$ cat src/sv/pwi_pkg.sv
// ----------------------------------------------------------------------------
// pwi_pkg: shared constants for the windowed-integral PID controller
// Field widths, register indexes, reset values and parameter defaults.
// ----------------------------------------------------------------------------
package pwi_pkg;

    // Parameter defaults
    localparam int WINDOW_LEN_DEF = 8;
    localparam int FRAC_BITS_DEF  = 16;

    // Fixed field widths
    localparam int DATA_W    = 16;
    localparam int GAIN_W    = 32;
    localparam int ACC_W     = 32;
    localparam int CFG_IDX_W = 2;
    localparam int CFG_W     = 32;

    // Configuration register indexes
    typedef enum logic [CFG_IDX_W-1:0] {
        REG_SETPOINT   = 2'd0,
        REG_GAIN_PROP  = 2'd1,
        REG_GAIN_INTEG = 2'd2,
        REG_GAIN_DERIV = 2'd3
    } t_cfg_reg;

    // Register reset values
    localparam logic signed [DATA_W-1:0] SETPOINT_RST   = 16'sd200;
    localparam logic        [GAIN_W-1:0] GAIN_PROP_RST  = 32'd65536;
    localparam logic        [GAIN_W-1:0] GAIN_INTEG_RST = 32'd655;
    localparam logic        [GAIN_W-1:0] GAIN_DERIV_RST = 32'd0;

endpackage

$ cat src/sv/pid_windowed_integral.sv
// ----------------------------------------------------------------------------
// pid_windowed_integral: fixed-point PID controller, sliding-window integral
//
// Input channel: i_valid / o_stall carry one measured temperature per
// transfer. Output channel: o_valid / i_stall carry the drive value and the
// error for that sample, one result per input, in order.
// The result passes three registered stages from input transfer to result
// valid: error and window update, the three gain multiplies, then the sum and the Q scaling.
// Throughput is one sample per cycle; the three pipeline stages advance
// together whenever the result register is empty or being taken.
// When the receiver stalls, the pipeline holds and o_stall rises in the same
// cycle, so no result is lost; upstream may keep valid high and wait.
// The error history is a shift line of WINDOW_LEN previous errors plus a
// running total; it is updated at the input transfer, so samples may follow
// each other with no gap.
// Reset (synchronous, active low) restores the register defaults and
// clears the history, running total, previous error and all stage valids.
// Configuration writes take effect on the next cycle and belong between
// bursts, with the pipeline empty.
// ----------------------------------------------------------------------------
module pid_windowed_integral #(
    parameter int WINDOW_LEN = pwi_pkg::WINDOW_LEN_DEF,
    parameter int FRAC_BITS  = pwi_pkg::FRAC_BITS_DEF
) (
    input  logic                                i_clk,
    input  logic                                i_rst_n,
    // configuration
    input  logic                                i_cfg_we,
    input  logic [pwi_pkg::CFG_IDX_W-1:0]       i_cfg_idx,
    input  logic [pwi_pkg::CFG_W-1:0]           i_cfg_data,
    // input channel
    input  logic                                i_valid,
    output logic                                o_stall,
    input  logic signed [pwi_pkg::DATA_W-1:0]   i_measured_temp,
    // output channel
    output logic                                o_valid,
    input  logic                                i_stall,
    output logic signed [pwi_pkg::DATA_W-1:0]   o_drive_value,
    output logic signed [pwi_pkg::DATA_W-1:0]   o_current_error
);
    import pwi_pkg::*;

    localparam int WIN_W   = DATA_W + $clog2(WINDOW_LEN);
    localparam int DELTA_W = DATA_W + 1;
    localparam logic [ACC_W-1:0] ROUND_BIAS = ACC_W'((64'd1 << FRAC_BITS) - 64'd1);

    // Configuration registers
    logic signed [DATA_W-1:0] r_setpoint;
    logic        [GAIN_W-1:0] r_gain_prop;
    logic        [GAIN_W-1:0] r_gain_integ;
    logic        [GAIN_W-1:0] r_gain_deriv;

    // History state
    logic signed [DATA_W-1:0] r_hist [WINDOW_LEN];
    logic signed [DATA_W-1:0] r_last_err;
    logic signed [WIN_W-1:0]  r_win;

    // Pipeline
    logic                      r_v1, r_v2, r_v3;
    logic signed [DATA_W-1:0]  r_s1_err, r_s2_err;
    logic signed [WIN_W-1:0]   r_s1_win;
    logic signed [DELTA_W-1:0] r_s1_delta;
    logic        [ACC_W-1:0]   r_s2_prop, r_s2_integ, r_s2_deriv;
    logic signed [DATA_W-1:0]  r_out_drive, r_out_err;

    logic                      adv;
    logic                      in_xfer;
    logic signed [DATA_W-1:0]  n_err;
    logic signed [WIN_W-1:0]   n_win;
    logic signed [DELTA_W-1:0] n_delta;
    logic        [ACC_W-1:0]   n_prop, n_integ, n_deriv;
    logic        [ACC_W-1:0]   acc_sum;
    logic        [ACC_W-1:0]   acc_biased;
    logic signed [ACC_W-1:0]   acc_quot;

    assign adv     = !r_v3 || !i_stall;
    assign o_stall = !adv;
    assign in_xfer = i_valid && adv;

    // Stage 1: error, window update, derivative
    assign n_err   = r_setpoint - i_measured_temp;
    assign n_win   = r_win - WIN_W'(r_hist[WINDOW_LEN-1]) + WIN_W'(r_last_err);
    assign n_delta = DELTA_W'(n_err) - DELTA_W'(r_last_err);

    // Stage 2: products modulo 2^32
    assign n_prop  = r_gain_prop  * ACC_W'(r_s1_err);
    assign n_integ = r_gain_integ * ACC_W'(r_s1_win);
    assign n_deriv = r_gain_deriv * ACC_W'(r_s1_delta);

    // Stage 3: sum and scale, truncating toward zero
    assign acc_sum    = r_s2_prop + r_s2_integ + r_s2_deriv;
    assign acc_biased = acc_sum[ACC_W-1] ? acc_sum + ROUND_BIAS : acc_sum;
    assign acc_quot   = $signed(acc_biased) >>> FRAC_BITS;

    always_ff @(posedge i_clk) begin
        if (!i_rst_n) begin
            r_setpoint   <= SETPOINT_RST;
            r_gain_prop  <= GAIN_PROP_RST;
            r_gain_integ <= GAIN_INTEG_RST;
            r_gain_deriv <= GAIN_DERIV_RST;
        end else if (i_cfg_we) begin
            unique case (t_cfg_reg'(i_cfg_idx))
                REG_SETPOINT:   r_setpoint   <= DATA_W'(i_cfg_data);
                REG_GAIN_PROP:  r_gain_prop  <= GAIN_W'(i_cfg_data);
                REG_GAIN_INTEG: r_gain_integ <= GAIN_W'(i_cfg_data);
                REG_GAIN_DERIV: r_gain_deriv <= GAIN_W'(i_cfg_data);
                default: ;
            endcase
        end
    end

    // Shift the previous error into the window on each input transfer
    always_ff @(posedge i_clk) begin
        if (!i_rst_n) begin
            for (int k = 0; k < WINDOW_LEN; k++) begin
                r_hist[k] <= '0;
            end
            r_last_err <= '0;
            r_win      <= '0;
        end else if (in_xfer) begin
            r_hist[0] <= r_last_err;
            for (int k = 1; k < WINDOW_LEN; k++) begin
                r_hist[k] <= r_hist[k-1];
            end
            r_last_err <= n_err;
            r_win      <= n_win;
        end
    end

    always_ff @(posedge i_clk) begin
        if (!i_rst_n) begin
            r_v1 <= 1'b0;
            r_v2 <= 1'b0;
            r_v3 <= 1'b0;
        end else if (adv) begin
            r_v1 <= i_valid;
            r_v2 <= r_v1;
            r_v3 <= r_v2;
        end
    end

    always_ff @(posedge i_clk) begin
        if (adv) begin
            r_s1_err    <= n_err;
            r_s1_win    <= n_win;
            r_s1_delta  <= n_delta;
            r_s2_err    <= r_s1_err;
            r_s2_prop   <= n_prop;
            r_s2_integ  <= n_integ;
            r_s2_deriv  <= n_deriv;
            r_out_err   <= r_s2_err;
            r_out_drive <= acc_quot[DATA_W-1:0];
        end
    end

    assign o_valid         = r_v3;
    assign o_drive_value   = r_out_drive;
    assign o_current_error = r_out_err;

endmodule
$ cat config.mk
export PLATFORM = sky130hd
export DESIGN_NAME = pid_windowed_integral
export DESIGN_NICKNAME = d
export VERILOG_FILES = /design/src/sv/pwi_pkg.sv /design/src/sv/pid_windowed_integral.sv
export SDC_FILE = /design/constraint.sdc
export NUM_CORES = 2
export LEC_CHECK = 0
export BUFFER_PORTS_ARGS = -buffer_cell sky130_fd_sc_hd__buf_2
export CORE_UTILIZATION = 55
export CTS_CLUSTER_DIAMETER = 30
export DETAILED_ROUTE_END_ITERATION = 12
export PLACE_DENSITY = 0.71
export SLEW_MARGIN = 20
export SYNTH_ARGS = -nofsm -noshare
export SYNTH_HDL_FRONTEND = slang
export SYNTH_SLANG_ARGS = --single-unit
$ cat constraint.sdc
create_clock -name i_clk -period 12.9 [get_ports i_clk]
set_input_delay 0 -clock i_clk [delete_from_list [all_inputs] [get_ports i_clk]]
set_output_delay 0 -clock i_clk [all_outputs]
set_load 0.03 [all_outputs]
==> qor.csv <==
stage,metric,value,unit
sta,Hold Fails Final Rpt,0,
worst_setup_path,slowest stage cell on the critical path,sky130_fd_sc_hd__dfxtp_1,
die,Die Footprint,108000,sq um
worst_setup_path,cell breakdown of the critical path,"nand2_1, fa_1, inv_1, fa_1, inv_1, fa_1, inv_1, fa_1, fa_1, inv_1, fa_1, inv_1, ha_1, a211oi_1, nand2_1, a2111oi_0, nor3_1, a221oi_1, o211ai_1, a2111oi_0, o21bai_1, a21oi_1, xnor2_1",
sta,final worst path period share,0.599,
global_routing,wire length of the first global-routing pass,241000,um
yosys,synthesized flop and latch total,474,
yosys,most frequent cell after synthesis,sky130_fd_sc_hd__inv_1,
placement,DPL Wire Length,114000,um
sta,f_max,0.129,GHz
clock_tree,clock slew at reported path FFs,50,ps
sta,number of slew-limit violations in the final report,0,
yosys,top cell types by occurrence after synthesis,"sky130_fd_sc_hd__inv_1 (1275), sky130_fd_sc_hd__nand2_1 (1023), sky130_fd_sc_hd__fa_1 (1020)",
routing,Pre-antenna DRT Iters,12,
placement,weighted congestion reported at the end of routability-driven placement,0.943,
yosys,net count after synthesis,7643,
yosys,number of enable-type register cells in the synthesized netlist,324,
die,effective utilization at floorplan,0.557,
routing,number of nets with antenna violations after routing,0,
yosys,library cell occupying the most area in the post-synthesis netlist,sky130_fd_sc_hd__fa_1,
worst_setup_path,peak fanout along the critical path,18,
flow_run,number of max-capacitance violations reported,0,
cells_and_area,fraction of final layout cells with drive strength greater than 1,0.0618,
global_routing,number of global-route vias before repair,44300,
sta,final setup vio count,0,
global_routing,pin count of the biggest net entering global routing,130,
status,outcome,"finished, violations left",
routing,via count,42100,
worst_setup_path,Crit path largest cell delay,710,ps
worst_setup_path,R2R cell count,23,
routing,DR vias/cell,5.47,
sta,unrepaired setup endpoints after global routing,no,
routing,number of DRC markers after the initial detailed-route iteration,2825,
clock_tree,number of sinks driven by the clock tree,474,
worst_setup_path,Crit. End Element,register,
yosys,count of yosys warnings during synthesis,0,
clock_tree,TritonCTS clock tree,built,
routing,total wire length,151000,um
worst_setup_path,critical path class,register to register,
die,y dimension of the die,329,um
yosys,async set-or-reset flop fraction in the synthesized netlist,0,
yosys,Syn Inst Count,6200,
clock_tree,clock latency at the later pin of the worst-skew pair,690,ps
worst_setup_path,minimum setup slack among reg-to-reg paths,5170,ps
min_path,Hold WC Path Type,input port to register,
worst_setup_path,endpoint of the worst-slack reg-to-reg timing path,r_s2_deriv[31],
yosys,Unique masters post-synth,84,
yosys,post-synthesis area per instance,9.48,sq um
sta,transition time at the pin with the least slew margin,1080,ps
cells_and_area,filler instances,8607,
sta,Total Neg Setup Slack,0,ps
min_path,terminating pin of the worst hold path,r_s1_err[9],
clock_tree,number of hold buffers added after cts,40,
clock_tree,Resized cells post-CTS,0,
die,Horiz. Die Dim,329,um
yosys,Mapped Area,58800,sq um
min_path,number of cells on the worst hold path,4,
global_routing,global route overflow,0,
cells_and_area,fin nets,7671,
worst_setup_path,type of origin of the critical path,register,
worst_setup_path,arrival time reported for the critical path endpoint,8090,ps
die,Ports,89,
min_path,source of the worst hold timing path,i_measured_temp[9],
yosys,predominant post-synthesis flop cell,sky130_fd_sc_hd__edfxtp_1,
clock_tree,Inserted Clock Buffers,100,
sta,minimum period implied by the final worst setup slack,7730,ps
worst_setup_path,worst r2r src,r_gain_deriv[12],
worst_setup_path,cell type with the highest occurrence count on the critical path,sky130_fd_sc_hd__fa_1,
placement,quantity of I/O buffers inserted on ports,88,
routing,drt drc,5,
yosys,top cells by area in the synthesized netlist,"sky130_fd_sc_hd__fa_1 (35%), sky130_fd_sc_hd__edfxtp_1 (17%), sky130_fd_sc_hd__inv_1 (8.1%)",
die,standard-cell rows,119,
routing,detail-routed net length per standard cell,19.6,um
global_routing,number of antenna violations at the first check in global routing,4,
global_routing,total track usage,0.289,
clock_tree,clock root cell,sky130_fd_sc_hd__clkbuf_16,
cells_and_area,Layout area overhead,9.76,%
clock_tree,number of setup buffers added after CTS,0,
die,core outline area,106000,sq um
sta,Final Skew,54.3,ps
sta,Max-Slew Margin vs Limit,0.281,
status,failing checks,DRC,
yosys,share of the synthesized area in the top cell type,0.347,
clock_tree,# H-tree levels,3,
clock_tree,largest buffer count on any clock path,3,
yosys,sequential fraction of the synthesis area,0.217,
worst_setup_path,critical path data required time,13260,ps
-- registers in the layout, indices dropped and copies added, names as in the netlist --
signal	flops
o_current_error	16
o_drive_value	16
o_valid	1
r_gain_deriv	32
r_gain_integ	32
r_gain_prop	32
r_hist	128
r_last_err	16
r_s1_delta	17
r_s1_err	16
r_s1_win	19
r_s2_deriv	32
r_s2_err	16
r_s2_integ	32
r_s2_prop	32
r_setpoint	16
r_v1	1
r_v2	1
r_win	19
-- worst max-delay path: cells and delay by family (launching register included) --
family                   cells  cell delay [ps]
adder cells (fa/ha/maj)      7             3420
AO/OA/AOI/OAI                7             2540
flip-flops                   1              710
AND/OR/NAND/NOR              3              430
buffers and inverters        5              260
XOR/XNOR                     1              100
-- kinds of logic (layout without fill, tap and decap cells) --
| family | after synthesis | count (layout) | share of synthesized area |
|---|---|---|---|
| other | 0 | 1 | 0 |
| buffers and inverters | 1565 | 1680 | 0.100 |
| AO/OA/AOI/OAI | 526 | 526 | 0.0573 |
| XOR/XNOR | 239 | 239 | 0.0356 |
| AND/OR/NAND/NOR | 2006 | 2006 | 0.164 |
| adder cells (fa/ha/maj) | 1388 | 1388 | 0.426 |
| multiplexers | 2 | 2 | 0.000341 |
| flip-flops | 474 | 474 | 0.217 |
-- worst max path at each step --
| stage | slack, ps | cells after the start | endpoint | start |
|---|---|---|---|---|
| floorplan | 4590 | 6 | r_last_err[12] | o_valid |
| global route | 4790 | 23 | r_s2_deriv[31] | r_gain_deriv[12] |
| finish | 5170 | 23 | r_s2_deriv[31] | r_gain_deriv[12] |
| global placement | 5370 | 23 | r_s2_deriv[31] | r_gain_deriv[12] |
| CTS | 5220 | 23 | r_s2_deriv[31] | r_gain_deriv[12] |
| detailed placement | 5250 | 23 | r_s2_deriv[31] | r_gain_deriv[12] |
-- metal layers --
layer / share of wire / GRT usage
met1: 0.40 / 0.375
met2: 0.47 / 0.472
met3: 0.070 / 0.0422
met4: 0.059 / 0.153
met5: 0.000086 / 0
-- layout make-up --
type	instances	area, sq um	area share
antenna	1	2.50	0.0000388
clock buffer	125	2810	0.0435
clock inverter	64	763	0.0118
inverter	1277	4800	0.0744
multi-input combinational	4161	40200	0.623
sequential	474	12700	0.197
tap	1391	1740	0.0270
timing repair buffer	214	1500	0.0233
-- layout by cell type (no fill, tap or decap), types with 39 or more instances in the layout --
cell                            synthesis  layout
sky130_fd_sc_hd__inv_1               1275    1274
sky130_fd_sc_hd__nand2_1             1023    1022
sky130_fd_sc_hd__fa_1                1020    1020
sky130_fd_sc_hd__and2_1               540     539
sky130_fd_sc_hd__ha_1                 368     368
sky130_fd_sc_hd__edfxtp_1             324     324
sky130_fd_sc_hd__a21oi_1              236     236
sky130_fd_sc_hd__xnor2_1              189     189
sky130_fd_sc_hd__dfxtp_1              150     150
sky130_fd_sc_hd__nor2_1               147     146
sky130_fd_sc_hd__clkbuf_16              0     107
sky130_fd_sc_hd__and3_1                99      99
sky130_fd_sc_hd__buf_2                  1      87
sky130_fd_sc_hd__buf_4                  0      85
sky130_fd_sc_hd__o21ai_0               65      65
sky130_fd_sc_hd__a21o_1                54      54
sky130_fd_sc_hd__xor2_1                50      50
sky130_fd_sc_hd__dlygate4sd3_1          0      40
sky130_fd_sc_hd__nand3_1               39      39
-- through the flow --
step / utilization / setup slack [ps] / cell area [sq um] / instances / hold slack (ps)
after floorplan: - / 4590 / 58800 / 6200 / 124
after global placement: 0.573 / 5370 / 60500 / 7475 / 331
after detailed placement: 0.573 / 5250 / 60500 / 7475 / 337
after CTS: 0.611 / 5220 / 64500 / 7704 / 0.174
after global routing: 0.611 / 4790 / 64500 / 7707 / 26.0
final: 0.611 / 5170 / 64500 / 7707 / 34.5
Power is left out: the tool's default activity adds up to more than one toggle a clock period on the data nets, which glitch-free logic cannot reach.
